### src/rtl/core/imuc_pkg.sv
// Shared types and constants for the IMU raw-to-units converter.
// No dependencies; imported by every module of the block.
package imuc_pkg;

  // Pipeline depth: input register through output register
  localparam int NSTAGE = 5;

  // Field widths
  localparam int RAW_W   = 16;
  localparam int MAG_W   = 16;
  localparam int ACC_W   = 15;
  localparam int RATE_W  = 19;
  localparam int CFG_W   = 3;

  // Accel: mg = floor((|raw|*scale + 500) / 1000), via reciprocal multiply
  localparam int ACC_SCL_W = 9;
  localparam int ACC_P0_W  = 24;
  localparam int ACC_M1_W  = 29;
  localparam int ACC_P1_W  = ACC_P0_W + ACC_M1_W;
  localparam int ACC_SH1   = 38;
  localparam logic [ACC_M1_W-1:0] ACC_M1 = 29'd274877907;
  localparam logic [ACC_P0_W-1:0] ACC_RND1 = 24'd500;
  localparam int MG_W = 14;

  // Accel: cms2 = mg - floor((mg*19335 + 499999) / 1000000)
  // (mg*980665 = mg*1e6 - mg*19335, rounded half away from zero)
  localparam int ACC_U_W  = 29;
  localparam int ACC_M2_W = 30;
  localparam int ACC_P2_W = ACC_U_W + ACC_M2_W;
  localparam int ACC_SH2  = 49;
  localparam int ACC_CORR_W = ACC_P2_W - ACC_SH2;
  localparam logic [ACC_M2_W-1:0] ACC_M2 = 30'd562949954;
  localparam logic [14:0] ACC_FRAC = 15'd19335;
  localparam logic [ACC_U_W-1:0] ACC_RND2 = 29'd499999;

  // Rate: (|raw|*100000 + div/2) >> log2(div)
  localparam int RATE_P_W = 33;
  localparam int RATE_MAG_W = 18;
  localparam logic [16:0] RATE_MUL = 17'd100000;
  localparam int SH_W = 5;

  // Configuration register indexes
  typedef enum logic [0:0] {
    CFG_ACCEL_RANGE = 1'b0,
    CFG_GYRO_RANGE  = 1'b1
  } cfg_idx_t;

  // Stage load enables from the pipeline control to the lanes
  typedef struct packed {
    logic [NSTAGE-1:0] load;
  } imuc_ctl_t;

  // Accel range code to thousandths of mg per LSB
  function automatic logic [ACC_SCL_W-1:0] acc_scale(input logic [1:0] code);
    logic [ACC_SCL_W-1:0] s;
    case (code)
      2'd0:    s = 9'd61;
      2'd1:    s = 9'd122;
      2'd2:    s = 9'd244;
      default: s = 9'd488;
    endcase
    return s;
  endfunction

  // Gyro range code to log2 of (LSB per dps * 1000); unused codes act as 500 dps
  function automatic logic [SH_W-1:0] gyr_shift(input logic [2:0] code);
    logic [SH_W-1:0] s;
    case (code)
      3'd0:    s = 5'd14;
      3'd1:    s = 5'd15;
      3'd2:    s = 5'd16;
      3'd3:    s = 5'd17;
      3'd4:    s = 5'd18;
      default: s = 5'd16;
    endcase
    return s;
  endfunction

endpackage

### src/rtl/core/imuc_accel_lane.sv
// One accelerometer axis: raw count to hundredths of m/s^2 in five stages.
// Depends on imuc_pkg; stage enables come from imuc_pipe_ctrl.
module imuc_accel_lane import imuc_pkg::*; (
  input  logic                    clk,
  input  imuc_ctl_t               ctl,
  input  logic [1:0]              accel_range,
  input  logic signed [RAW_W-1:0] raw,
  output logic signed [ACC_W-1:0] result
);

  logic [NSTAGE-2:0]     neg_r;
  logic [MAG_W-1:0]      mag;
  logic [ACC_P0_W-1:0]   p0_r;
  logic [ACC_P1_W-1:0]   p1_r;
  logic [MG_W-1:0]       mg_nxt;
  logic [MG_W-1:0]       mg2_r;
  logic [MG_W-1:0]       mg3_r;
  logic [ACC_U_W-1:0]    u_r;
  logic [ACC_P2_W-1:0]   p2_r;
  logic [MG_W-1:0]       q_nxt;
  logic signed [ACC_W-1:0] result_r;

  // Magnitude of the raw count; -32768 maps to 32768
  assign mag = raw[RAW_W-1] ? MAG_W'(-raw) : MAG_W'(raw);

  // Integer mg after the rounded /1000, and cm/s^2 after the correction
  assign mg_nxt = p1_r[ACC_SH1 +: MG_W];
  assign q_nxt  = mg3_r - MG_W'(p2_r[ACC_SH2 +: ACC_CORR_W]);

  always_ff @(posedge clk) begin
    // stage 0: scale product
    if (ctl.load[0]) begin
      p0_r     <= ACC_P0_W'(mag) * ACC_P0_W'(acc_scale(accel_range));
      neg_r[0] <= raw[RAW_W-1];
    end
    // stage 1: round and multiply by the reciprocal of 1000
    if (ctl.load[1]) begin
      p1_r     <= ACC_P1_W'(p0_r + ACC_RND1) * ACC_P1_W'(ACC_M1);
      neg_r[1] <= neg_r[0];
    end
    // stage 2: mg, and the g-to-m/s^2 correction term
    if (ctl.load[2]) begin
      mg2_r    <= mg_nxt;
      u_r      <= ACC_U_W'(mg_nxt) * ACC_U_W'(ACC_FRAC) + ACC_RND2;
      neg_r[2] <= neg_r[1];
    end
    // stage 3: correction divided by 1e6 via reciprocal
    if (ctl.load[3]) begin
      mg3_r    <= mg2_r;
      p2_r     <= ACC_P2_W'(u_r) * ACC_P2_W'(ACC_M2);
      neg_r[3] <= neg_r[2];
    end
    // stage 4: apply correction and sign
    if (ctl.load[4]) begin
      result_r <= neg_r[3] ? -$signed(ACC_W'(q_nxt)) : $signed(ACC_W'(q_nxt));
    end
  end

  assign result = result_r;

endmodule

### config.mk
export PLATFORM = sky130hd
export DESIGN_NAME = imuc_accel_lane
export DESIGN_NICKNAME = d
export VERILOG_FILES = /design/src/rtl/core/imuc_pkg.sv /design/src/rtl/core/imuc_accel_lane.sv
export SDC_FILE = /design/constraint.sdc
export NUM_CORES = 2
export LEC_CHECK = 0
export BUFFER_PORTS_ARGS = -buffer_cell sky130_fd_sc_hd__buf_2
export CORE_UTILIZATION = 40
export CTS_BUF_LIST = sky130_fd_sc_hd__clkbuf_4
export CTS_CLUSTER_SIZE = 16
export DETAILED_ROUTE_END_ITERATION = 8
export SYNTH_ARGS = -nofsm -noshare
export SYNTH_HDL_FRONTEND = slang
export SYNTH_SLANG_ARGS = --single-unit
export TNS_END_PERCENT = 10
### constraint.sdc
create_clock -name clk -period 8.5 [get_ports clk]
set_input_delay 1.275 -clock clk [delete_from_list [all_inputs] [get_ports clk]]
set_output_delay 1.275 -clock clk [all_outputs]
set_load 0.02 [all_outputs]
After elaboration in Yosys (flattened, before gate mapping)
Index checks and enable logic that the tools add are counted.
Widths: inputs -> output; s select.
{"block": "totals", "wordCells": 28, "mem_bits_rw": 0, "ff_bits": 210, "rom_bits": 0, "n_memories": 0, "inputBits": 24, "latchBits": 0}
{"block": "op_classes", "div": 0, "mux": 4, "n_reduce_logical": 1, "bitwise": 0, "mul": 4, "order_cmp": 0, "add_sub_neg": 5, "eq_ne": 2, "shift": 0}
{"cell": "$mul 29x29->58 const B", "count": 1}
{"cell": "$mul 25x29->52 const B", "count": 1}
{"cell": "$add 29x19->29 const B", "count": 1}
{"cell": "$mul 14x15->29 const B", "count": 1}
{"cell": "$pmux 9 s3", "count": 1}
{"cell": "$add 24x9->25 const B", "count": 1}
{"cell": "$mul 16x9->24", "count": 1}
{"cell": "$mux 16", "count": 1}
{"cell": "$neg 16->16", "count": 1}
{"cell": "$neg 14->15", "count": 1}
{"cell": "$mux 14", "count": 1}
{"cell": "$sub 14x10->14", "count": 1}
{"cell": "$mux 9", "count": 1}
{"cell": "$eq 2x1->1 const B", "count": 1}
{"cell": "$eq 2x2->1 const B", "count": 1}
{"cell": "$logic_not 2->1", "count": 1}

Depth between registers and ports, before layout
{"block": "logic_depth", "ltp_word": 4, "ltp_mapped": 28, "depth_no_buf": 28}

Least setup slack after synthesis
OpenSTA, ideal clock, no wires.
{"block": "synth_timing", "path_kind": "flip-flop to flip-flop", "from": "register p0_r[4]", "to": "register p1_r[46] (data pin)", "path_buffers": 0, "arrival_time_ns": 7.161, "slack_ns": 1.076, "path_stages_with_launch": 27, "path_cell_list": "edfxtp_1 or4_4 or3_1 nand4_1 inv_1 nand3_1 xnor2_1 inv_1 fa_1 inv_1 fa_1 fa_1 inv_1 fa_1 fa_1 fa_1 inv_1 fa_1 inv_1 ha_1 and4_1 nand3_1 o211a_1 a2bb2oi_1 nand3b_1 a221oi_1 xnor2_1"}
{"block": "synth_between", "elab_chain_cells": 2}
{"item": "start: declaration", "line": "imuc_accel_lane.sv:13", "source": "logic [ACC_P0_W-1:0] p0_r;"}
{"item": "start signal: assignment", "line": "imuc_accel_lane.sv:33", "source": "p0_r <= ACC_P0_W'(mag) * ACC_P0_W'(acc_scale(accel_range));"}
{"item": "$add 24x9->25", "line": "imuc_accel_lane.sv:38", "source": "p1_r <= ACC_P1_W'(p0_r + ACC_RND1) * ACC_P1_W'(ACC_M1);"}
{"item": "$mul 25x29->52", "line": "imuc_accel_lane.sv:38"}
{"item": "end signal: assignment", "line": "imuc_accel_lane.sv:38"}
{"item": "end: declaration", "line": "imuc_accel_lane.sv:14", "source": "logic [ACC_P1_W-1:0] p1_r;"}
No other way between the ends.
A chain may end at the register's enable or synchronous reset.

Worst setup path after layout
{"block": "layout_timing", "from": "register p0_r[4]", "to": "register p1_r[48] (data pin)"}
The elaborated chain is that of the path after synthesis.

==> reports/results.tsv <==
metric	value	unit
outcome	complete, no violations	
worstHoldEndpoint	mg3_r[6]$_DFFE_PP_	
slowest_delay	0.57	ns
reg2regPathDepth	26	
avgSynthCellArea	10.4	um^2
max_cap_viol_count	0	
syn_area	36800	um^2
arrival	8.43	ns
cts_hold_buf	0	
r2r-end	p1_r[48]$_DFFE_PP_	
clkSinkCount	124	
stdcell_area	39100	um^2
wire_per_inst	17.6	um
syn_to_final_growth	6.27	%
die-area	93200	um^2
port_buffers	38	
cts_buffer_depth	2	
hold_depth	0	
cts_made_buffers	17	
nets	5120	
yosys.area.top_type_share	0.385	
cp-start-kind	register	
core	90600	um^2
slew_headroom	0.293	
clock-skew-final	0.0449	ns
hold_class	reg -> reg	
gr-total-overflow	0	
vias_per_cell	4.90	
ctsResizeCount	0	
grt_pass1_wl	138000	um
synth_nets	5035	
cts-htree-levels	4	
multiInputGateArea	29200	um^2
post-route-drc-count	0	
crit_family	adder cells	
gp_congestion	0.915	
cts_tree	yes	
ant_nets	0	
critPathMaxFanout	8	
seq_area_frac_synth	0.101	
drtIter0Drc	908	
antenna_found_initial	2	
r2r_slack	0.47	ns
rsz0062_at_grt	no	
die_h	305	um
vias	23500	
cp-end-kind	register	
drive_gt1_frac	0.0428	
drv_slew	0	
yosys-top-cells-count	inv_1 (1035), ha_1 (780), fa_1 (707), nand2_1 (149), edfxtp_1 (124)	
fin_tns_setup	0	ns
async_flop_share	0	
die_x	305	um
place_hpwl	75100	um
yosys_register_bits	124	
grt_use_total	0.190	
hold_path.startpoint	mg2_r[6]$_DFFE_PP_	
setup_viol	0	
seq_area	3720	um^2
clockRootBuffer	clkbuf_4	
ios	39	
placed_area	38800	um^2
fmax	125	MHz
routed_wl	84400	um
drt_pass1_iterations	5	
cp_num_buf_inv	5	
post_cts_buffers	0	
synthFlopType	edfxtp_1	
worst_pin_slew	1.06	ns
cp.required	8.90	ns
rows	110	
grt_max_degree	45	
path_class	reg -> reg	
synth_cell_types	69	
path_depth	26	
worstReg2RegStart	p0_r[4]$_DFFE_PP_	
timing_hold_violations_final	0	
grt_pass1_vias	25500	
cts.clk_slew.worst_paths	0.16	ns
finalCritPeriodShare	0.944	
insertion_delay	0.63	ns
synth_top_area_cell	fa_1	
cp_slowest_cell	or4_4	
critPathMostFrequentCell	fa_1	
n_fill_cell	8691	
initial_utilization	0.406	
period_minus_slack	8.03	ns
yosysWarningCount	0	
synth_top_cells_by_area	fa_1 (38%), ha_1 (27%), inv_1 (11%)	
synth-edff-count	124	
yosysMostFrequentCell	inv_1	
syn_inst	3524	
[cell usage in the layout (no fill, tap or decap), types with 7 or more instances in the layout]
cell / synthesis / routed
nor3_1: 33 / 32
nand3_1: 31 / 31
and3_1: 13 / 13
inv_1: 1035 / 1034
and2_1: 13 / 13
o21ai_0: 51 / 51
buf_4: 0 / 50
o21bai_1: 9 / 9
nand2_1: 149 / 149
edfxtp_1: 124 / 124
fa_1: 707 / 707
xnor2_1: 91 / 89
nor2b_1: 18 / 18
nand2b_1: 27 / 27
buf_2: 0 / 38
or3_1: 7 / 7
a21o_1: 34 / 34
a21oi_1: 82 / 82
o31ai_1: 8 / 8
or2_2: 12 / 12
nor2_1: 91 / 91
a211oi_1: 8 / 8
o21a_1: 14 / 14
o211ai_1: 8 / 8
a31oi_1: 12 / 11
clkbuf_4: 0 / 17
xor2_1: 31 / 31
ha_1: 780 / 780
nand4_1: 25 / 25
[cells by family (layout without fill, tap and decap cells)]
| group | after synthesis | count (layout) | synth area share |
|---|---|---|---|
| muxes | 2 | 2 | 0.000578 |
| AOI/OAI and AO/OA | 291 | 291 | 0.0532 |
| DFF | 124 | 124 | 0.101 |
| adders and majority gates | 1487 | 1487 | 0.650 |
| xor gates and xnor gates | 123 | 123 | 0.0295 |
| and+or+nand+nor | 440 | 440 | 0.0579 |
| buffers and inverters | 1057 | 1155 | 0.108 |
| other | 0 | 1 | 0 |
[registers in the layout, summed over array words and instances (netlist names)]
| signal | flops |
|---|---|
| neg_r | 4 |
| p1_r | 14 |
| p2_r | 10 |
| u_r | 29 |
| result | 15 |
| mg2_r | 14 |
| mg3_r | 14 |
| p0_r | 24 |
[layer usage]
metal  global-route usage  vias to the layer above  wire length [um]
li1                     -                    11200                 -
met3               0.0184                       77              2420
met1                0.256                    11900             38700
met4               0.0365                        2              1460
met2                0.331                      315             41800
met5                    0                        -                13
[cell type report]
class / count / area share
multi-input cells: 2343 / 0.746
inverters: 1035 / 0.0993
flip-flops and latches: 124 / 0.0952
well taps: 1176 / 0.0376
repair buffers: 88 / 0.0145
clock inverters: 15 / 0.00435
clock buffers: 17 / 0.00326
diodes: 1 / 0.0000640
[through the flow]
stage          worst slack, ns  std cells   util  hold slack, ns
2_1_floorplan             1.08       3524      -           0.400
3_3_place_gp             0.404       4766  0.428           0.401
3_5_place_dp             0.184       4766  0.428           0.405
4_1_cts                  0.178       4798  0.431           0.420
5_1_grt                0.00906       4799  0.432           0.431
6_report                 0.474       4799  0.432           0.413
[worst max-delay path by stage]
stage                            from            endpoint  slack (ns)
floorplan           p0_r[4]$_DFFE_PP_  p1_r[46]$_DFFE_PP_        1.08
global placement    p0_r[4]$_DFFE_PP_  p1_r[48]$_DFFE_PP_        0.40
detailed placement  p0_r[4]$_DFFE_PP_  p1_r[46]$_DFFE_PP_        0.18
CTS                 p0_r[4]$_DFFE_PP_  p1_r[46]$_DFFE_PP_        0.18
global route        p0_r[4]$_DFFE_PP_  p1_r[48]$_DFFE_PP_       0.009
finish              p0_r[4]$_DFFE_PP_  p1_r[48]$_DFFE_PP_        0.47
Power is left out: the tool's default activity adds up to more than one toggle a clock period on the data nets, which glitch-free logic cannot reach.
