`config.mk`:
```
export PLATFORM = sky130hd
export DESIGN_NAME = imuc_pipe_ctrl
export DESIGN_NICKNAME = d
export VERILOG_FILES = /design/src/rtl/core/imuc_pkg.sv /design/src/rtl/core/imuc_pipe_ctrl.sv
export SDC_FILE = /design/constraint.sdc
export NUM_CORES = 1
export LEC_CHECK = 0
export BUFFER_PORTS_ARGS = -buffer_cell sky130_fd_sc_hd__buf_2
export CAP_MARGIN = 20
export CORE_AREA = 2 2 39 41
export DETAILED_ROUTE_END_ITERATION = 6
export DIE_AREA = 0 0 41 43
export HOLD_SLACK_MARGIN = 0.03
export MAX_ROUTING_LAYER = met4
export SLEW_MARGIN = 10
export SYNTH_ARGS = -nofsm -noshare
export SYNTH_HDL_FRONTEND = slang
export SYNTH_SLANG_ARGS = --single-unit
```
`constraint.sdc`:
```
create_clock -name clk -period 0.9 [get_ports clk]
set_clock_uncertainty 0.1 [all_clocks]
set_input_delay 0.09 -clock clk [delete_from_list [all_inputs] [get_ports clk]]
set_output_delay 0.09 -clock clk [all_outputs]
set_load 0.01 [all_outputs]
```
`src/rtl/core/imuc_pkg.sv`:
```
// Shared types and constants for the IMU raw-to-units converter.
// No dependencies; imported by every module of the block.
package imuc_pkg;

  // Pipeline depth: input register through output register
  localparam int NSTAGE = 5;

  // Field widths
  localparam int RAW_W   = 16;
  localparam int MAG_W   = 16;
  localparam int ACC_W   = 15;
  localparam int RATE_W  = 19;
  localparam int CFG_W   = 3;

  // Accel: mg = floor((|raw|*scale + 500) / 1000), via reciprocal multiply
  localparam int ACC_SCL_W = 9;
  localparam int ACC_P0_W  = 24;
  localparam int ACC_M1_W  = 29;
  localparam int ACC_P1_W  = ACC_P0_W + ACC_M1_W;
  localparam int ACC_SH1   = 38;
  localparam logic [ACC_M1_W-1:0] ACC_M1 = 29'd274877907;
  localparam logic [ACC_P0_W-1:0] ACC_RND1 = 24'd500;
  localparam int MG_W = 14;

  // Accel: cms2 = mg - floor((mg*19335 + 499999) / 1000000)
  // (mg*980665 = mg*1e6 - mg*19335, rounded half away from zero)
  localparam int ACC_U_W  = 29;
  localparam int ACC_M2_W = 30;
  localparam int ACC_P2_W = ACC_U_W + ACC_M2_W;
  localparam int ACC_SH2  = 49;
  localparam int ACC_CORR_W = ACC_P2_W - ACC_SH2;
  localparam logic [ACC_M2_W-1:0] ACC_M2 = 30'd562949954;
  localparam logic [14:0] ACC_FRAC = 15'd19335;
  localparam logic [ACC_U_W-1:0] ACC_RND2 = 29'd499999;

  // Rate: (|raw|*100000 + div/2) >> log2(div)
  localparam int RATE_P_W = 33;
  localparam int RATE_MAG_W = 18;
  localparam logic [16:0] RATE_MUL = 17'd100000;
  localparam int SH_W = 5;

  // Configuration register indexes
  typedef enum logic [0:0] {
    CFG_ACCEL_RANGE = 1'b0,
    CFG_GYRO_RANGE  = 1'b1
  } cfg_idx_t;

  // Stage load enables from the pipeline control to the lanes
  typedef struct packed {
    logic [NSTAGE-1:0] load;
  } imuc_ctl_t;

  // Accel range code to thousandths of mg per LSB
  function automatic logic [ACC_SCL_W-1:0] acc_scale(input logic [1:0] code);
    logic [ACC_SCL_W-1:0] s;
    case (code)
      2'd0:    s = 9'd61;
      2'd1:    s = 9'd122;
      2'd2:    s = 9'd244;
      default: s = 9'd488;
    endcase
    return s;
  endfunction

  // Gyro range code to log2 of (LSB per dps * 1000); unused codes act as 500 dps
  function automatic logic [SH_W-1:0] gyr_shift(input logic [2:0] code);
    logic [SH_W-1:0] s;
    case (code)
      3'd0:    s = 5'd14;
      3'd1:    s = 5'd15;
      3'd2:    s = 5'd16;
      3'd3:    s = 5'd17;
      3'd4:    s = 5'd18;
      default: s = 5'd16;
    endcase
    return s;
  endfunction

endpackage

```
`src/rtl/core/imuc_pipe_ctrl.sv`:
```
// Valid tracking and per-stage load enables for the converter pipeline.
// Depends on imuc_pkg. Bubbles collapse, so a waiting output does not stall empty stages.
module imuc_pipe_ctrl import imuc_pkg::*; (
  input  logic      clk,
  input  logic      rst_n,
  input  logic      in_valid,
  output logic      in_stall,
  output logic      out_valid,
  input  logic      out_stall,
  output imuc_ctl_t ctl
);

  logic [NSTAGE-1:0] vld_r;
  logic [NSTAGE-1:0] vld_nxt;
  logic [NSTAGE-1:0] load;

  // A stage loads when it is empty or its content moves on
  always_comb begin
    load[NSTAGE-1] = !vld_r[NSTAGE-1] || !out_stall;
    for (int i = NSTAGE - 2; i >= 0; i--) begin
      load[i] = !vld_r[i] || load[i+1];
    end
  end

  // Valid bits follow the beats
  always_comb begin
    vld_nxt = vld_r;
    if (load[0]) begin
      vld_nxt[0] = in_valid;
    end
    for (int i = 1; i < NSTAGE; i++) begin
      if (load[i]) begin
        vld_nxt[i] = vld_r[i-1];
      end
    end
  end

  always_ff @(posedge clk) begin
    if (!rst_n) begin
      vld_r <= '0;
    end else begin
      vld_r <= vld_nxt;
    end
  end

  assign ctl.load  = load;
  assign in_stall  = !load[0];
  assign out_valid = vld_r[NSTAGE-1];

endmodule

```
== Word-level counts from Yosys, hierarchy flattened ==
Cells that the tools add are included.

* Bits of input ports: 4
* Bits in registers: 5
* Word-level logic and storage cells: 17
* Output and inout bits: 7

* Reduce and logical (&&, ||, !) cells: 12

{| class="wikitable"
|+ Operator list
! cell !! count
|-
| 1-bit zero test || 7
|-
| 1-bit logical OR || 5
|}

== Depth between registers and ports, before layout ==
Gate-level depths: netlist of the first run.

* Word-level depth: 7
* Mapped depth: 3
* Mapped depth without buffers: 3

== Worst setup path after synthesis of the first run ==
OpenSTA, ideal clock, no wires.

* Kind: reg2out
* From: register vld_r[4]
* To: output in_stall
* Required time: 0.710 ns
* Data arrival time: 0.883 ns
* Path buffers: 0
* Cell stages (with the launch flop): 3
* Slack: -0.173 ns
* Cells stage by stage: dfxtp_1 and4_4 and3_1

* Cells in the longest elaborated chain, start to end: 7

{| class="wikitable"
|+ Ends and longest elaborated chain
! item !! line !! text
|-
| start, declared || imuc_pipe_ctrl.sv:13 || <nowiki>logic [NSTAGE-1:0] vld_r;</nowiki>
|-
| start signal, assigned || imuc_pipe_ctrl.sv:42 || <nowiki>vld_r <= vld_nxt;</nowiki>
|-
| 1-bit zero test || imuc_pipe_ctrl.sv:19 || <nowiki>load[NSTAGE-1] = !vld_r[NSTAGE-1] || !out_stall;</nowiki>
|-
| 1-bit logical OR || imuc_pipe_ctrl.sv:19 ||
|-
| 1-bit logical OR (4 in a row) || imuc_pipe_ctrl.sv:21 || <nowiki>load[i] = !vld_r[i] || load[i+1];</nowiki>
|-
| 1-bit zero test || imuc_pipe_ctrl.sv:47 || <nowiki>assign in_stall = !load[0];</nowiki>
|-
| end, declared || imuc_pipe_ctrl.sv:7 || <nowiki>output logic in_stall,</nowiki>
|}

Every way passes these cells.

== Worst setup path in the final report of the first run ==
* From: register vld_r[2]
* To: output in_stall

* Cells in the longest elaborated chain, start to end: 5

{| class="wikitable"
|+ Ends and longest elaborated chain
! item !! line
|-
| 1-bit zero test || imuc_pipe_ctrl.sv:21
|-
| 1-bit logical OR (3 in a row) || imuc_pipe_ctrl.sv:21
|-
| 1-bit zero test || imuc_pipe_ctrl.sv:47
|}

Every way passes these cells.

==> flow_summary.yaml, run 1 <==
cells_and_area:
  nets: 49
  layout.cells.non_filler: 60
  fillers: 152
  multi_input_area_sq_um: 116
  area.growth.synth_to_final_pct: 99.4
  largest_register_ffs: 5
  top_register: "vld_r"
  final_area_sq_um: 409
  drive_gt1_frac: 0.659
  reg.largest.list: "vld_r x5"
  regArea_sq_um: 106
  fin_util: 0.296
  num_antenna_cells: 0
drt:
  viasPerCell: 3.90
  ant_nets: 0
  routed-via-count: 234
  wire_per_inst_um: 8.43
  totalWireLength_um: 506
  met3_length_um: 54
  drc: 0
  wl_met1_um: 193
  highest_layer: "met3"
  first_pass_iters: 1
  drt_iter0_drc: 0
  dr_wl_met2_um: 258
floorplan:
  fp-row-count: 14
  dieHeight_um: 43
  core-area_sq_mm: 0.00138
  die_x_um: 41
  top_level_ports: 11
  start_util: 0.148
  die_area_sq_mm: 0.00176
synth:
  seq_area_frac_synth: 0.488
  synth_top_family_by_area: "simple AND/OR/NAND/NOR gates"
  yosysTopAreaCell: "dfxtp_1"
  synth_mux_area_frac: 0
  synth_xor_area_frac: 0
  synth_cell_types: 12
  synthAdderAreaFrac: 0
  syn-num-nets: 27
  synth_top_cells_by_area: "dfxtp_1, nand2_1, o21ai_2"
  synth_edf_count: 0
  avgSynthCellArea_sq_um: 8.92
  synth_commonest_cells: "dfxtp_1, nand2_1, nand3_1, o21ai_2"
  synthSimpleGateAreaFrac: 0.280
  netlist_instances: 23
  synth-seq-cells: 5
  synth_top_area_frac: 0.488
  synth_area_sq_um: 205
  synth_compound_area_frac: 0.183
  yosysWarnings: 0
  ys.flop_type: "dfxtp_1"
  async_flop_share: 0
worst_setup_path:
  critPathKind: "flop to primary output"
  endpoint_kind: "primary output"
  cp.required_ns: 0.71
  cp_max_fo: 5
  reg2reg_depth: 5
  rrSetupSlack_ns: -0.21
  cp_data_arrival_time_ns: 1.08
  worstSetupStartpointType: "flop"
  rr_endpoint: "vld_r[0]"
  r2r_start: "vld_r[2]"
sta:
  setup_viol_count_final: 9
  slew_headroom: 0.881
  setup_ws_ns: -0.367
  layout_min_cycle_time_ns: 1.27
  timing.final.max_slew_violations: 0
  tightest_slew_ns: 0.178
  timing_hold_violations_final: 0
  fin_crit_sh: 1.41
  fmax_ghz: 0.789
  rsz0062_at_grt: "yes"
  holdWs_ns: 0.0426
grt:
  grt_max_degree: 8
  overflow: 0
  track_usage: 0.0732
  antenna_found_initial: 0
  grt_pass1_wl_um: 779
  grt_pass1_vias: 217
clock_network:
  insertion_delay_ns: 0.24
  cts.clk_slew.worst_paths_ns: 0.04
  cts_made_buffers: 3
  cts_tree: "yes"
  cts_root_buffer: "clkbuf_4"
  ctsHtreeMaxLevel: 1
  clkSinkCount: 5
  clockBufferDepth: 2
pwr:
  max-vdd-ir-drop_mv: 0.313
  power_leakage_nw: 0.164
  power_density_mw_per_mm2: 1270
status:
  outcome: "finished with violations"
  violations: "negative setup slack"
place:
  hpwl_um: 363
  io_buffer_count: 10
  routabilityCongestion: 0.584
  place_ws_ns: -0.168
  place_area_sq_um: 307
  dp_cells: 52
worst_hold_path:
  hold_end: "vld_r[2]"
  min_from: "rst_n"
  min_path_type: "input pin to flop"
  whs_path_depth: 2
flow_run:
  drv_cap: 0
## routing by layer
| metal | track usage | vias to the layer above |
|---|---|---|
| li1 | - | 121 |
| met2 | 0.0969 | 7 |
| met1 | 0.0712 | 106 |
| met5 | - | - |
| met3 | 0.0314 | 0 |
| met4 | 0.0800 | 0 |
## worst max-delay path by stage
stage	start	endpoint	slack [ns]
after floorplan	vld_r[4]	in_stall	-0.08
after global placement	vld_r[2]	in_stall	-0.15
after detailed placement	vld_r[2]	in_stall	-0.17
after CTS	vld_r[4]	in_stall	-0.39
after global routing	vld_r[2]	in_stall	-0.41
final	vld_r[2]	in_stall	-0.37
## what timing repair did
item,in CTS,in global routing
hold buffers,1,0
gates resized for setup,6,3
hold endpoints to repair,1,0
setup endpoints to repair,8,11
setup buffers,2,1
pin swaps,1,1
## critical path, cell delays in order (launching register included)
cell     delay, ns
dfxtp_2       0.32
and4_4        0.25
and3_4        0.18
buf_6         0.09
## metrics by stage
step | total power [mW] | setup TNS (ns)
after CTS | 0.534 | -2.33
after global routing | 0.548 | -2.60
after global placement | 0.265 | -0.337
after floorplan | 0.246 | -0.104
final | 0.521 | -2.19
after detailed placement | 0.266 | -0.374
## layout make-up
| type | instances | share of cell area |
|---|---|---|
| inverters | 2 | 0.0245 |
| repair buffers | 17 | 0.318 |
| clock buffers | 4 | 0.0642 |
| well taps | 16 | 0.0489 |
| multi-input cells | 16 | 0.284 |
| flip-flops and latches | 5 | 0.260 |
## cell families after synthesis
group / count (synthesis)
compound gates: 5
buf+inv: 2
flops: 5
simple gates: 11
## power by group
part           internal, mW  switching [mW]
combinational        0.0208          0.0171
sequential            0.227         0.00613
clock                 0.167          0.0832
## cells in the final DEF (no fill, tap or decap), types with 2 or more instances in the layout
cell / n
nand3_1: 2
nand2_1: 5
dfxtp_1: 2
buf_6: 4
buf_2: 6
buf_4: 6
o21ai_2: 2
dfxtp_2: 2
clkbuf_4: 3
Note: power is estimated with default switching activity, not from simulation.
==> inputs of run 2 (changes only) <==
--- a/config.mk
+++ b/config.mk
@@ -10,6 +10,7 @@
 export CORE_AREA = 2 2 39 41
 export DETAILED_ROUTE_END_ITERATION = 6
 export DIE_AREA = 0 0 41 43
+export GPL_TIMING_DRIVEN = 0
 export HOLD_SLACK_MARGIN = 0.03
 export MAX_ROUTING_LAYER = met4
 export SLEW_MARGIN = 10
==> flow_summary.yaml, run 2 (synthesized netlist as in run 1, its figures left out) <==
clock_network:
  cts_tree: "yes"
  cts.clk_slew.worst_paths_ns: 0.04
  clkSinkCount: 5
  cts_made_buffers: 3
  insertion_delay_ns: 0.24
  cts_root_buffer: "clkbuf_4"
  clockBufferDepth: 2
  ctsHtreeMaxLevel: 1
pwr:
  max-vdd-ir-drop_mv: 0.434
  power_leakage_nw: 0.159
  power_density_mw_per_mm2: 1320
drt:
  routed-via-count: 227
  viasPerCell: 3.78
  wire_per_inst_um: 7.95
  drc: 0
  totalWireLength_um: 477
  drt_iter0_drc: 1
  ant_nets: 0
  first_pass_iters: 2
worst_setup_path:
  cp_data_arrival_time_ns: 1.09
  slowest_delay_ns: 0.33
  worstSetupStartpointType: "flop"
  cp_max_fo: 5
  path_cells: "and4_4, and3_4, buf_6"
  critPathKind: "flop to primary output"
  path_buf_inv: 1
  cp.required_ns: 0.71
  cp_slowest_cell: "dfxtp_4"
  endpoint: "in_stall"
  r2r_start: "vld_r[4]"
  cp-startpoint: "vld_r[4]"
  reg2reg_depth: 5
  rrSetupSlack_ns: -0.21
  rr_endpoint: "vld_r[1]"
  path_delay_family: "simple AND/OR/NAND/NOR gates"
  crit_cells: 3
  endpoint_kind: "primary output"
floorplan:
  core-area_sq_mm: 0.00138
  die_area_sq_mm: 0.00176
  fp-row-count: 14
  die_x_um: 41
  top_level_ports: 11
  start_util: 0.148
  dieHeight_um: 43
grt:
  grt_pass1_vias: 206
  grt_max_degree: 7
  antenna_found_initial: 0
  grt_pass1_wl_um: 800
  overflow: 0
  track_usage: 0.0783
place:
  dp_cells: 49
  place_area_sq_um: 284
  routabilityCongestion: 0.548
  io_buffer_count: 10
  place_ws_ns: -0.183
worst_hold_path:
  min_path_type: "input pin to flop"
cells_and_area:
  top_register: "vld_r"
  reg.largest.list: "vld_r x5"
  layout.cells.non_filler: 60
  final_area_sq_um: 395
  multi_input_area_sq_um: 100
  drive_gt1_frac: 0.568
  layout_commonest_cell: "buf_2"
  nets: 49
  regArea_sq_um: 106
  largest_register_ffs: 5
  fillers: 159
  num_antenna_cells: 0
  fin_util: 0.286
  area.growth.synth_to_final_pct: 92.7
  final_cell_mix: "buf_2, nand2_1, buf_6"
status:
  violations: "negative setup slack"
  outcome: "finished with violations"
sta:
  setup_viol_count_final: 11
  timing.final.max_slew_violations: 0
  fmax_ghz: 0.783
  setup_ws_ns: -0.377
  rsz0062_at_grt: "yes"
  fin_crit_sh: 1.42
  timing_hold_violations_final: 0
  tightest_slew_ns: 0.183
  slew_headroom: 0.878
  layout_min_cycle_time_ns: 1.28
  holdWs_ns: 0.0469
flow_run:
  drv_cap: 0
==> run 2: layout make-up <==
class,instances,share of cell area
Inverter,2,0.0253
Multi-Input combinational cell,16,0.253
Timing Repair Buffer,17,0.335
Clock buffer,4,0.0665
Sequential cell,5,0.269
Tap cell,16,0.0506
==> run 2: metrics by stage <==
step                      TNS [ns]  power (mW)
final                        -2.59       0.523
after global placement      -0.407       0.260
after CTS                    -2.30       0.537
after floorplan             -0.104       0.246
after detailed placement    -0.445       0.261
after global routing         -3.10       0.569
==> run 2: how the worst min path moves through the flow <==
| stage | from | end | slack, ns | cells after the start |
|---|---|---|---|---|
| 2_1_floorplan | in_valid | vld_r[0] | 0.10 | 2 |
| 3_3_place_gp | in_valid | vld_r[0] | 0.19 | 3 |
| 3_5_place_dp | in_valid | vld_r[0] | 0.20 | 3 |
| 4_1_cts | rst_n | vld_r[3] | 0.04 | 2 |
| 5_1_grt | rst_n | vld_r[3] | 0.04 | 2 |
| 6_report | rst_n | vld_r[3] | 0.05 | 2 |
==> run 2: repair_timing <==
| item | 4_1_cts | 5_1_grt |
|---|---|---|
| gates cloned | 0 | 0 |
| hold endpoints to repair | 2 | 0 |
| gates resized for setup | 5 | 2 |
| setup endpoints to repair | 9 | 11 |
| buffers inserted | 3 | 1 |
| hold buffers | 3 | 0 |
| pin swaps | 1 | 1 |
==> run 2: routing by layer <==
| layer | track usage | part of all wire |
|---|---|---|
| met1 | 0.0742 | 0.40 |
| met2 | 0.0906 | 0.51 |
| met3 | 0.0628 | 0.086 |
| met4 | 0.0800 | 0 |
| met5 | - | 0 |
==> run 2: power breakdown <==
part	leakage (nW)	internal [mW]	switching, mW
Combinational	0.101	0.0225	0.0139
Sequential	0.0426	0.227	0.00613
Clock	0.0150	0.167	0.0860
Total	0.159	0.417	0.106
