<file path="src/rtl/core/imuc_pkg.sv">
// Shared types and constants for the IMU raw-to-units converter.
// No dependencies; imported by every module of the block.
package imuc_pkg;

  // Pipeline depth: input register through output register
  localparam int NSTAGE = 5;

  // Field widths
  localparam int RAW_W   = 16;
  localparam int MAG_W   = 16;
  localparam int ACC_W   = 15;
  localparam int RATE_W  = 19;
  localparam int CFG_W   = 3;

  // Accel: mg = floor((|raw|*scale + 500) / 1000), via reciprocal multiply
  localparam int ACC_SCL_W = 9;
  localparam int ACC_P0_W  = 24;
  localparam int ACC_M1_W  = 29;
  localparam int ACC_P1_W  = ACC_P0_W + ACC_M1_W;
  localparam int ACC_SH1   = 38;
  localparam logic [ACC_M1_W-1:0] ACC_M1 = 29'd274877907;
  localparam logic [ACC_P0_W-1:0] ACC_RND1 = 24'd500;
  localparam int MG_W = 14;

  // Accel: cms2 = mg - floor((mg*19335 + 499999) / 1000000)
  // (mg*980665 = mg*1e6 - mg*19335, rounded half away from zero)
  localparam int ACC_U_W  = 29;
  localparam int ACC_M2_W = 30;
  localparam int ACC_P2_W = ACC_U_W + ACC_M2_W;
  localparam int ACC_SH2  = 49;
  localparam int ACC_CORR_W = ACC_P2_W - ACC_SH2;
  localparam logic [ACC_M2_W-1:0] ACC_M2 = 30'd562949954;
  localparam logic [14:0] ACC_FRAC = 15'd19335;
  localparam logic [ACC_U_W-1:0] ACC_RND2 = 29'd499999;

  // Rate: (|raw|*100000 + div/2) >> log2(div)
  localparam int RATE_P_W = 33;
  localparam int RATE_MAG_W = 18;
  localparam logic [16:0] RATE_MUL = 17'd100000;
  localparam int SH_W = 5;

  // Configuration register indexes
  typedef enum logic [0:0] {
    CFG_ACCEL_RANGE = 1'b0,
    CFG_GYRO_RANGE  = 1'b1
  } cfg_idx_t;

  // Stage load enables from the pipeline control to the lanes
  typedef struct packed {
    logic [NSTAGE-1:0] load;
  } imuc_ctl_t;

  // Accel range code to thousandths of mg per LSB
  function automatic logic [ACC_SCL_W-1:0] acc_scale(input logic [1:0] code);
    logic [ACC_SCL_W-1:0] s;
    case (code)
      2'd0:    s = 9'd61;
      2'd1:    s = 9'd122;
      2'd2:    s = 9'd244;
      default: s = 9'd488;
    endcase
    return s;
  endfunction

  // Gyro range code to log2 of (LSB per dps * 1000); unused codes act as 500 dps
  function automatic logic [SH_W-1:0] gyr_shift(input logic [2:0] code);
    logic [SH_W-1:0] s;
    case (code)
      3'd0:    s = 5'd14;
      3'd1:    s = 5'd15;
      3'd2:    s = 5'd16;
      3'd3:    s = 5'd17;
      3'd4:    s = 5'd18;
      default: s = 5'd16;
    endcase
    return s;
  endfunction

endpackage

</file>
<file path="src/rtl/core/imuc_rate_lane.sv">
// One gyroscope axis: raw count to hundredths of deg/s, matched to the accel latency.
// Depends on imuc_pkg; stage enables come from imuc_pipe_ctrl.
module imuc_rate_lane import imuc_pkg::*; (
  input  logic                     clk,
  input  imuc_ctl_t                ctl,
  input  logic [2:0]               gyro_range,
  input  logic signed [RAW_W-1:0]  raw,
  output logic signed [RATE_W-1:0] result
);

  logic [NSTAGE-2:0]      neg_r;
  logic [MAG_W-1:0]       mag;
  logic [RATE_P_W-1:0]    p0_r;
  logic [SH_W-1:0]        sh;
  logic [RATE_P_W-1:0]    sum;
  logic [RATE_MAG_W-1:0]  q_nxt;
  logic [RATE_MAG_W-1:0]  q1_r;
  logic [RATE_MAG_W-1:0]  q2_r;
  logic [RATE_MAG_W-1:0]  q3_r;
  logic signed [RATE_W-1:0] result_r;

  assign mag = raw[RAW_W-1] ? MAG_W'(-raw) : MAG_W'(raw);

  // Divisor is a power of two: add half, then shift
  assign sh    = gyr_shift(gyro_range);
  assign sum   = p0_r + (RATE_P_W'(1) << (sh - SH_W'(1)));
  assign q_nxt = RATE_MAG_W'(sum >> sh);

  always_ff @(posedge clk) begin
    // stage 0: scale by 100000
    if (ctl.load[0]) begin
      p0_r     <= RATE_P_W'(mag) * RATE_P_W'(RATE_MUL);
      neg_r[0] <= raw[RAW_W-1];
    end
    // stage 1: rounded divide
    if (ctl.load[1]) begin
      q1_r     <= q_nxt;
      neg_r[1] <= neg_r[0];
    end
    // stages 2 and 3: delay to line up with the accel lanes
    if (ctl.load[2]) begin
      q2_r     <= q1_r;
      neg_r[2] <= neg_r[1];
    end
    if (ctl.load[3]) begin
      q3_r     <= q2_r;
      neg_r[3] <= neg_r[2];
    end
    // stage 4: sign
    if (ctl.load[4]) begin
      result_r <= neg_r[3] ? -$signed(RATE_W'(q3_r)) : $signed(RATE_W'(q3_r));
    end
  end

  assign result = result_r;

endmodule

</file>
<file path="config.mk">
export PLATFORM = sky130hd
export DESIGN_NAME = imuc_rate_lane
export DESIGN_NICKNAME = d
export VERILOG_FILES = /design/src/rtl/core/imuc_pkg.sv /design/src/rtl/core/imuc_rate_lane.sv
export SDC_FILE = /design/constraint.sdc
export NUM_CORES = 1
export LEC_CHECK = 0
export ABC_AREA = 0
export BUFFER_PORTS_ARGS = -buffer_cell sky130_fd_sc_hd__buf_2
export CELL_PAD_IN_SITES_DETAIL_PLACEMENT = 0
export CELL_PAD_IN_SITES_GLOBAL_PLACEMENT = 1
export CORE_MARGIN = 2
export CORE_UTILIZATION = 40
export CTS_BUF_LIST = sky130_fd_sc_hd__clkbuf_2
export DETAILED_ROUTE_END_ITERATION = 10
export PLACE_DENSITY = 0.71
export SLEW_MARGIN = 20
export SYNTH_ARGS = -nofsm -noshare
export SYNTH_HDL_FRONTEND = slang
export SYNTH_SLANG_ARGS = --single-unit
export TNS_END_PERCENT = 1
</file>
<file path="constraint.sdc">
create_clock -name clk -period 16.25 [get_ports clk]
set_input_delay 0.8125 -clock clk [delete_from_list [all_inputs] [get_ports clk]]
set_output_delay 0.8125 -clock clk [all_outputs]
set_load 0.05 [all_outputs]
</file>
Word-level counts from Yosys, hierarchy flattened
Cells that the tools add are included.

$add $sub $neg: 4. Multiply operators: 1. Equality and inequality tests: 3. Shift operators: 2. Mux-type cells: 3. Reduce and logical (&&, ||, !) cells: 1.

Operator list (count): $add A33 B33 Y33 (1); $shl A1 B5 Y33 const A (1); $shr A33 B5 Y18 (1); $mul A16 B12 Y28 const B (1); $pmux W5 S4 (1); $neg A18 Y19 (1); $mux W18 (1); $mux W16 (1); $neg A16 Y16 (1); $sub A5 B1 Y5 const B (1); $eq A3 B1 Y1 const B (1); $eq A3 B2 Y1 const B (1); $eq A3 B3 Y1 const B (1); $logic_not A3 Y1 (1).

Flip-flop bits (word level): 105. Input bits: 25. Output and inout bits: 19. Word-level logic and storage cells: 24.

Depth between registers and ports, before layout
Gate-level depths: netlist of the first run.

Word-level depth: 6. Depth in mapped cells: 24. Depth with buffers taken out: 24.

Least setup slack after synthesis of the first run
No wires, ideal clock.

Path kind: input-to-reg. From: in raw[7]. To: reg p0_r[27] (data pin). Data arrival time: 6188 ps. Setup slack: 9802 ps. Stages on the path: 22. Path buffers: 0. Cells stage by stage: or4_1 > nor4_1 > nand2b_1 > and2_1 > xnor2_1 > inv_1 > ha_1 > inv_1 > fa_1 > fa_1 > fa_1 > inv_1 > ha_1 > a21o_1 > a21oi_1 > o21ai_0 > a31o_1 > or4b_1 > a31o_1 > a21o_1 > a31oi_1 > xnor2_1.

Word-level cells in the longest chain between the ends: 3.

Ends and longest elaborated chain: start: declaration (RTL line imuc_rate_lane.sv:7) `input logic signed [RAW_W-1:0] raw,`; $neg A16 Y16 (RTL line imuc_rate_lane.sv:22) `assign mag = raw[RAW_W-1] ? MAG_W'(-raw) : MAG_W'(raw);`; $mux W16 (*) (RTL line imuc_rate_lane.sv:22); $mul A16 B12 Y28 (*) (RTL line imuc_rate_lane.sv:32) `p0_r <= RATE_P_W'(mag) * RATE_P_W'(RATE_MUL);`; end signal: assignment (RTL line imuc_rate_lane.sv:32); end: declaration (RTL line imuc_rate_lane.sv:13) `logic [RATE_P_W-1:0] p0_r;`.

Mark *: on every way between the ends. The rest lies on a longest branch, timed or not. A chain may end at the register's enable or synchronous reset.

Final worst setup path of the first run
Ends and elaborated chain as after synthesis.

==> run metrics, run 1 <==
final setup margin 9992 ps; worst slack on hold paths 435.7 ps; prevailing post-synth register cell sky130_fd_sc_hd__edfxtp_1; Synth cell types 79; start point of the critical path raw[7]; buffer levels on the longest clock path 2; TritonCTS clock tree done; global-route wire length before repair 30920 microns; Via Count 6506; commonest cells after routing, fill and taps aside sky130_fd_sc_hd__ha_1 (131), sky130_fd_sc_hd__inv_1 (110), sky130_fd_sc_hd__edfxtp_1 (105), sky130_fd_sc_hd__nand2_1 (60), sky130_fd_sc_hd__xnor2_1 (59); Net Sw Frac 46.02%; sequential group share of total power 25.2%; Static Leak 4.548 nW; iteration count of the initial detailed-routing pass 5; setup repair after global routing missed its margin false; effective utilization at floorplan 40.31%; TNS Setup 0 ps; Slew Limit Headroom 49.82%; Post-CTS Repair Setup Buffers 0; via/cell ratio 5.083; Core ar. 23260 sq um; startpoint of the lowest-slack register-to-register path p0_r[14]; power density relative to cell area 189.6 nW/um^2; WL/cell 14.15 microns; multi-input logic area 5789 sq um; fraction of layout instances using a drive strength above 1 9.167%; path depth of the worst reg2reg path 10; Final Slew Violations 0; total cell area at the placement stage 9992 sq um; total of endpoints with negative setup slack in the final report 0; Filler Cell Count 2285; Post-route DRC 0; part of the cycle the worst path needs 38.51%; Die Ht 157.1 microns; required time worst endpoint 16710 ps; average size of a mapped cell 10.45 sq um; dominant cells by area after synthesis sky130_fd_sc_hd__edfxtp_1 (34%), sky130_fd_sc_hd__ha_1 (17%), sky130_fd_sc_hd__fa_1 (8.8%), sky130_fd_sc_hd__xnor2_1 (5.5%), sky130_fd_sc_hd__inv_1 (4.4%); summed instance area of the synthesized netlist 9378 sq um; number of instances resized during post-cts repair 0; final cell area excluding filler cells 10130 sq um; worst r2r dst q1_r[14]; Crit path arrival time 6710 ps; crit start category input pin; post-route core utilization 43.56%; clock-pin slew of the registers on the worst-case setup and hold paths 360 ps; number of enable-type register cells in the synthesized netlist 105; register-to-register path setup slack 13000 ps; Crit Path Category in -> reg; post-synthesis sequential element count 105; maximum number of pins on one net before global-route repair 30; measured slew at the worst slew-check pin 742.3 ps; capturing element type of the critical path flop; cell-internal power 1.037 mW; clock tree skew after final layout 57.19 ps; Clk pwr share 6.8%; number of endpoints with negative hold slack in the final report 0; total wire length 18120 microns; die area 24690 sq um; number of sinks handled by clock tree synthesis 105; critical path capture point p0_r[27]; IO Pins 44; initial antenna violation count 1; combinational group share of total power 68.0%; min-delay worst type reg -> reg; fraction of registers with async set or reset after synthesis 0%; HPWL Detailed 15200 microns; timing-limited maximum frequency 0.1598 GHz; count of hold buffers inserted by post-cts repair 0; power spent charging and discharging nets 0.8841 mW; dpl ws 9226 ps; CTS Root Buffer Type sky130_fd_sc_hd__clkbuf_2; outcome complete, no violations; antenna-violating nets left 0; share of synthesized area occupied by flip-flops and latches 33.62%; post-layout min period 6258 ps; total of max-cap violations 0; cell type with the highest aggregate area in the netlist sky130_fd_sc_hd__edfxtp_1; TritonCTS Buffers 9; Yosys top cell area share 33.62%; clock insertion delay at the later pin of the skew report 630 ps; maximum fanout along the worst path 4; Placer Congestion 0.8570; Area Overhead vs Synth 8.059%; Die X 157.1 microns; level count of the clock H-tree 3; number of input and output port buffers inserted 43; number of warnings reported in the yosys synthesis log 0; maximum resistive drop on vdd 0.08534 mV; most common cell after layout, fill and taps aside sky130_fd_sc_hd__ha_1; number of cell rows 56; global-route total usage across every layer 15.52%; Layout Nets 1152; via count of the first global-routing pass 6448; number of DRC markers after the initial detailed-route iteration 286; final global-route overflow total 0; area of all sequential standard cells 3153 sq um; cells after synthesis 897
## how the worst min path moves through the flow
stage | from | slack [ps] | depth (start not counted) | endpoint
after CTS | q2_r[10] | 440 | 0 | q3_r[10]
after global routing | q1_r[7] | 440 | 0 | q2_r[7]
final | q2_r[10] | 440 | 0 | q3_r[10]
after global placement | q1_r[13] | 400 | 0 | q2_r[13]
after floorplan | neg_r[0] | 400 | 0 | neg_r[1]
after detailed placement | neg_r[2] | 400 | 0 | neg_r[3]
## through the flow
stage	total power [mW]	instances
after global placement	1.792	1263
after global routing	2.153	1280
after CTS	1.941	1279
after detailed placement	1.803	1263
after floorplan	1.543	912
final	1.921	1280
## power groups by stage
stage / clock network, mW / registers, mW / logic, mW
2_1_floorplan: 0 / 0.500 / 1.04
3_3_place_gp: 0 / 0.489 / 1.30
3_5_place_dp: 0 / 0.491 / 1.31
4_1_cts: 0.136 / 0.484 / 1.32
5_1_grt: 0.145 / 0.493 / 1.52
6_report: 0.130 / 0.484 / 1.31
## critical path, cell delays in order
cell and delay, ps:
sky130_fd_sc_hd__buf_2 120, sky130_fd_sc_hd__or4_1 600, sky130_fd_sc_hd__nor4_1 320, sky130_fd_sc_hd__nand2b_1 160, sky130_fd_sc_hd__o31ai_1 270, sky130_fd_sc_hd__xnor2_1 260, sky130_fd_sc_hd__ha_1 310, sky130_fd_sc_hd__ha_1 310
sky130_fd_sc_hd__inv_1 60, sky130_fd_sc_hd__fa_1 520, sky130_fd_sc_hd__inv_1 50, sky130_fd_sc_hd__fa_1 520, sky130_fd_sc_hd__inv_1 50, sky130_fd_sc_hd__fa_1 520, sky130_fd_sc_hd__inv_1 40, sky130_fd_sc_hd__ha_1 320
sky130_fd_sc_hd__a21oi_1 260, sky130_fd_sc_hd__or4b_1 490, sky130_fd_sc_hd__a31o_1 220, sky130_fd_sc_hd__a21o_1 190, sky130_fd_sc_hd__a31oi_1 200, sky130_fd_sc_hd__xnor2_1 90
## Yosys cell counts (all sizes together), types with 4 or more instances
cell type	instances
edfxtp	105
o31ai	11
nor4	5
nand2b	10
and3	8
nand3	19
o21a	4
mux2i	7
clkbuf	9
a21o	19
nand2	60
a211o	5
a211oi	9
fa	41
inv	112
a221oi	5
o211ai	7
a31oi	4
nor3	11
or2	5
and2	15
nor2	37
xor2	23
a21oi	59
o22ai	9
xnor2	59
or4	4
or3	11
o21ai	34
ha	131
## state kept, by name, indices dropped and copies added, names as in the netlist
register,cells
q3_r,18
q1_r,18
p0_r,28
result,19
neg_r,4
q2_r,18
## per-layer routing
| layer | global-route usage, % | wire length [microns] | share of wire (%) |
|---|---|---|---|
| met4 | 4.935 | 382 | 2.1 |
| met1 | 18.60 | 8065 | 45 |
| met5 | 0 | 0 | 0 |
| met3 | 1.459 | 403 | 2.2 |
| met2 | 29.20 | 9263 | 51 |
## kinds of logic (layout without fill, tap and decap cells)
group | Yosys count | count (layout) | share of synthesized area (%)
xor gates and xnor gates | 82 | 82 | 7.739
and+or+nand+nor | 199 | 199 | 10.85
adders and majority gates | 172 | 172 | 26.23
muxes | 9 | 9 | 0.9873
buffers and inverters | 126 | 174 | 5.244
AOI/OAI and AO/OA | 203 | 203 | 15.29
other | 1 | 17 | 0.03999
DFF | 105 | 105 | 33.62
## final cells by class
type                            count  area share [%]
Multi-Input combinational cell    681           57.13
Sequential cell                   105           31.11
Inverter                          114           4.223
Tap cell                          319           3.939
Timing Repair Buffer               44           2.198
Clock inverter                      7          0.9260
Clock buffer                        9          0.4445
Antenna cell                        1         0.02469
No activity file was read; power rests on OpenSTA's default activity.
==> inputs of run 2 (changes only) <==
Settings changed: PLACE_DENSITY 0.71 to 0.74.
Clock period 16.25 ns to 5.55 ns, I/O delays scaled along.
==> run 2 against run 1 <==
- clock power rose to 2.8 times the previous value
- critical path type unchanged
- largest cell class unchanged
- count of clock-buffer cells in the layout unchanged
- sequential share of layout area fell by 2.6 points
- utilization up 4.0 points
- first-iteration DRC count decreased by 9.1%
- clock skew increased by 3.1 ps
- via count grew 4.5%
- setup slack lost 9800 ps
==> run metrics, run 2 (synthesis results as in run 1) <==
total cell area at the placement stage 10750 sq um; Clk pwr share 5.7%; Crit path arrival time 5730 ps; clock insertion delay at the later pin of the skew report 610 ps; HPWL Detailed 15950 microns; fraction of layout instances using a drive strength above 1 20.59%; min-delay worst type in -> reg; number of endpoints with negative hold slack in the final report 0; register bank with the most flops p0_r; TritonCTS Buffers 9; power density relative to cell area 578.4 nW/um^2; Die X 157.1 microns; total of max-cap violations 0; Net Sw Frac 43.38%; crit start category input pin; maximum number of pins on one net before global-route repair 30; die area 24690 sq um; Core ar. 23260 sq um; clock-pin slew of the registers on the worst-case setup and hold paths 340 ps; sequential group share of total power 22.1%; measured slew at the worst slew-check pin 612.2 ps; met2 WL post-DR 9791 microns; Layout Nets 1236; Area Overhead vs Synth 18.04%; area of all sequential standard cells 3153 sq um; Static Leak 5.016 nW; final setup margin 217.9 ps; number of input and output port buffers inserted 43; total of endpoints with negative setup slack in the final report 0; effective utilization at floorplan 40.31%; multi-input logic area 6090 sq um; CTS Root Buffer Type sky130_fd_sc_hd__clkbuf_2; final cell area excluding filler cells 11070 sq um; number of sinks handled by clock tree synthesis 105; WL/cell 13.70 microns; number of cell rows 56; global-route wire length before repair 31240 microns; Final Slew Violations 0; initial antenna violation count 1; most common cell after layout, fill and taps aside sky130_fd_sc_hd__ha_1; top sig layer met4; setup repair after global routing missed its margin false; final global-route overflow total 0; antenna-violating nets left 0; worst slack on hold paths 63.97 ps; Crit Path Category in -> reg; met1 WL 7970 microns; capturing element type of the critical path flop; commonest cells after routing, fill and taps aside sky130_fd_sc_hd__ha_1 (120), sky130_fd_sc_hd__edfxtp_1 (105), sky130_fd_sc_hd__inv_1 (103), sky130_fd_sc_hd__buf_4 (85), sky130_fd_sc_hd__nand2_1 (59); total wire length 18690 microns; Via Count 6801; global-route total usage across every layer 15.66%; clock tree skew after final layout 60.31 ps; via/cell ratio 4.986; required time worst endpoint 5950 ps; post-layout min period 5332 ps; via count of the first global-routing pass 6784; IO Pins 44; max reg flops 28; dpl ws -453.8 ps; part of the cycle the worst path needs 96.07%; Die Ht 157.1 microns; Placer Congestion 0.8265; maximum fanout along the worst path 4; number of DRC markers after the initial detailed-route iteration 260; Filler Cell Count 2215; power spent charging and discharging nets 2.777 mW; Slew Limit Headroom 59.19%; Post-route DRC 0; buffer levels on the longest clock path 2; cell-internal power 3.625 mW; combinational group share of total power 72.2%; timing-limited maximum frequency 0.1875 GHz; TritonCTS clock tree done; maximum resistive drop on vdd 0.3016 mV; iteration count of the initial detailed-routing pass 5; met3 routed wirelength 379 microns; level count of the clock H-tree 3; outcome complete, no violations
run 2: cell types whose count changed in the layout (fill, tap and decap cells not counted), sizes merged:
| cell | before | now |
|---|---|---|
| dlygate4sd3 | 0 | 1 |
| buf | 44 | 127 |
run 2: final timing paths:
| check | startpoint | endpoint | slack (ps) | cells past startpoint |
|---|---|---|---|---|
| worst max register to register | p0_r[14] | q1_r[14] | 2310 | 10 |
| worst min register to register | q1_r[16] | q2_r[16] | 440 | 0 |
| worst min-delay path | ctl[4] | result[14] | 60 | 1 |
| worst max-delay path | raw[0] | p0_r[27] | 220 | 24 |
run 2: power groups by stage:
stage	sequential, mW	clock (mW)	combinational [mW]
floorplan	1.46	0	3.23
global placement	1.43	0	4.50
detailed placement	1.44	0	4.57
CTS	1.42	0.381	4.60
global route	1.44	0.404	5.26
finish	1.41	0.364	4.62
run 2: metal layers:
metal / global-route usage, % / vias up
met1: 18.10 / 3154
met5: 0 / -
met4: 6.061 / 0
met2: 29.62 / 112
met3: 1.597 / 31
li1: - / 3504
run 2: area by class of cell:
class / count / area share (%)
timing repair buffer: 128 / 7.754
clock buffer: 9 / 0.4069
clock inverter: 7 / 0.8251
antenna: 1 / 0.02261
tap: 319 / 3.606
inverter: 114 / 3.888
sequential: 105 / 28.48
multi-input combinational: 681 / 55.01
run 2: worst max-delay path: stages:
cell and delay (ps):
sky130_fd_sc_hd__dlygate4sd3_1 630, sky130_fd_sc_hd__inv_4 70, sky130_fd_sc_hd__ha_4 170, sky130_fd_sc_hd__nand2b_1 170, sky130_fd_sc_hd__xnor2_2 160, sky130_fd_sc_hd__buf_4 150, sky130_fd_sc_hd__ha_1 220, sky130_fd_sc_hd__ha_4 280
sky130_fd_sc_hd__inv_1 60, sky130_fd_sc_hd__fa_1 510, sky130_fd_sc_hd__inv_1 60, sky130_fd_sc_hd__fa_1 520, sky130_fd_sc_hd__inv_1 50, sky130_fd_sc_hd__fa_1 530, sky130_fd_sc_hd__inv_1 60, sky130_fd_sc_hd__ha_4 250
sky130_fd_sc_hd__nand4_1 80, sky130_fd_sc_hd__o21ai_1 70, sky130_fd_sc_hd__a31o_1 220, sky130_fd_sc_hd__or4b_4 550, sky130_fd_sc_hd__a31o_1 190, sky130_fd_sc_hd__a21o_1 170, sky130_fd_sc_hd__a31oi_1 190, sky130_fd_sc_hd__xnor2_1 90
run 2: through the flow:
step / total power, mW / TNS [ps] / utilization, % / cells
2_1_floorplan: 4.694 / -82.40 / - / 912
3_3_place_gp: 5.930 / -1943 / 46.21 / 1346
3_5_place_dp: 6.003 / -3047 / 46.21 / 1346
4_1_cts: 6.397 / 0 / 46.84 / 1363
5_1_grt: 7.110 / 0 / 47.59 / 1364
6_report: 6.402 / 0 / 47.59 / 1364
run 2: what timing repair did:
item,CTS,global route
hold buffers,1,0
hold endpoints to repair,1,0
buffers inserted,0,1
resized for setup,0,29
endpoints found under the setup margin,0,9
==> inputs of run 3 (changes only) <==
Settings changed: CTS_BUF_LIST sky130_fd_sc_hd__clkbuf_2 to not set.
==> run 3 against run 2 <==
- utilization up 0.070 points
- global-route usage increased by 0.11 points
- maximum frequency decreased by 2.7%
- total power up 3.2%
- sequential cell count did not move
- final cell count about the same
- count of clock-buffer cells in the layout did not move
- via count decreased by 0.85%
- die area unchanged
- clock skew down 47 ps
- routed wire length decreased by 0.59%
- clock power increased by 74%
==> run metrics, run 3 (synthesis results as in run 1) <==
count of hold buffers inserted by post-cts repair 0; maximum cell stage delay along the critical path 570 ps; post-layout min period 5480 ps; part of the cycle the worst path needs 98.74%; Layout Nets 1236; Filler Cell Count 2215; total of endpoints with negative setup slack in the final report 0; number of DRC markers after the initial detailed-route iteration 281; iteration count of the initial detailed-routing pass 5; maximum fanout along the worst path 4; Via Count 6743; TritonCTS clock tree done; multi-input logic area 5936 sq um; register bank with the most flops p0_r; Crit path arrival time 5580 ps; CP max stage cell sky130_fd_sc_hd__or4_4; power density relative to cell area 596.0 nW/um^2; maximum resistive drop on vdd 0.3033 mV; commonest cells after routing, fill and taps aside sky130_fd_sc_hd__ha_1 (126), sky130_fd_sc_hd__inv_1 (105), sky130_fd_sc_hd__edfxtp_1 (105), sky130_fd_sc_hd__buf_4 (85), sky130_fd_sc_hd__nand2_1 (60); clock tree skew after final layout 13.66 ps; die area 24690 sq um; TritonCTS Buffers 9; fraction of met3 tracks used by global routing 1.652%; max reg flops 28; global-route wire length before repair 31330 microns; maximum number of pins on one net before global-route repair 30; setup repair after global routing missed its margin true; post-route core utilization 47.65%; total of max-cap violations 0; global-route total usage across every layer 15.77%; outcome complete, no violations; number of input and output port buffers inserted 43; final global-route overflow total 0; area of all sequential standard cells 3153 sq um; via/cell ratio 4.947; crit start category input pin; Critical path buffers and inverters 4; WL/cell 13.63 microns; total wire length 18570 microns; global-route met1 utilization 18.29%; cell type group with the largest total delay on the critical path adder cells; antenna-violating nets left 0; number of sinks handled by clock tree synthesis 105; Die Ht 157.1 microns; Post-route DRC 0; measured slew at the worst slew-check pin 614.1 ps; TNS Setup 0 ps; number of cells after detailed placement 1346; Slew Limit Headroom 59.06%; number of diodes added for antenna fixing 0; required time worst endpoint 5650 ps; min-delay worst type in -> reg; effective utilization at floorplan 40.31%; Non-Filler Instances 1363; fraction of layout instances using a drive strength above 1 18.68%; Area Overhead vs Synth 18.21%; met2 track demand over resource in global routing 29.76%; number of cell rows 56; Die X 157.1 microns; Final Slew Violations 0; most common cell after layout, fill and taps aside sky130_fd_sc_hd__ha_1; clock-pin slew of the registers on the worst-case setup and hold paths 70 ps; HPWL Detailed 15950 microns; initial antenna violation count 0; final setup margin 70.08 ps; capturing element type of the critical path flop; buffer levels on the longest clock path 2; Crit Path Category in -> reg; level count of the clock H-tree 3; clock insertion delay at the later pin of the skew report 350 ps; CTS Root Buffer Type sky130_fd_sc_hd__clkbuf_16; CP cell instances buf_2 -> or4_4 -> nor4_4 -> nand2b_1 -> and2_4 -> xnor2_4 -> inv_2 -> ha_1 -> inv_1 -> fa_1 -> fa_1 -> fa_1 -> inv_2 -> ha_4 -> a21o_1 -> a21oi_1 -> o21ai_1 -> a31o_1 -> or4b_1 -> a31o_1 -> a21o_1 -> a31oi_1 -> xnor2_1; cell seen most often among critical-path stages sky130_fd_sc_hd__fa_1; via count of the first global-routing pass 6772; layer with the highest usage met2; dpl ws -453.8 ps; Static Leak 5.054 nW; IO Pins 44; Placer Congestion 0.8265; timing-limited maximum frequency 0.1825 GHz; Core ar. 23260 sq um; number of endpoints with negative hold slack in the final report 0
==> run 3: cell types whose count changed in the layout (fill, tap and decap cells not counted), sizes merged <==
cell         delta
dlygate4sd3     -1
diode           -1
buf             +1
==> run 3: cell type report <==
| class | instances | share of cell area (%) |
|---|---|---|
| well taps | 319 | 3.600 |
| clock inverters | 7 | 0.8239 |
| multi-input cells | 681 | 53.54 |
| inverters | 114 | 3.860 |
| repair buffers | 128 | 7.698 |
| clock buffers | 9 | 2.032 |
| flip-flops and latches | 105 | 28.44 |
==> run 3: power breakdown <==
| part | switching (mW) | internal, mW |
|---|---|---|
| clock | 0.308 | 0.326 |
| combinational | 2.36 | 2.19 |
| sequential | 0.110 | 1.31 |
==> run 3: timing repair <==
| action | 4_1_cts | 5_1_grt |
|---|---|---|
| setup buffers | 1 | 0 |
| pin swaps | 1 | 1 |
| setup endpoints to repair | 3 | 8 |
| resized for setup | 0 | 2 |
==> run 3: worst paths after layout <==
path | startpoint | end | slack [ps] | cells past startpoint
hold / removal | raw[0] | p0_r[5] | 290 | 2
hold reg to reg | q1_r[0] | q2_r[0] | 420 | 0
setup / recovery | raw[4] | p0_r[27] | 70 | 23
setup reg to reg | p0_r[13] | q1_r[14] | 2290 | 10
==> run 3: per-stage QoR <==
stage	area [sq um]	power, mW	hold slack [ps]
after global routing	11090	7.326	297.8
after detailed placement	10750	6.003	404.5
after CTS	11070	6.671	283.1
after floorplan	9568	4.694	376.4
final	11090	6.607	290.3
after global placement	10750	5.930	400.2
==> run 3: worst register-to-register path, delay by kind of cell, from the launching register on <==
kind | cells | cell delay (ps)
AO/OA/AOI/OAI | 4 | 1120
flip-flops | 1 | 370
adder cells (fa/ha/maj) | 1 | 380
AND/OR/NAND/NOR | 4 | 800
multiplexers | 1 | 330
==> run 3: per-layer routing <==
metal | vias up | share of wire [%]
li1 | 3504 | -
met1 | 3115 | 42
met2 | 99 | 53
met3 | 25 | 2.2
met4 | 0 | 2.6
met5 | - | 0
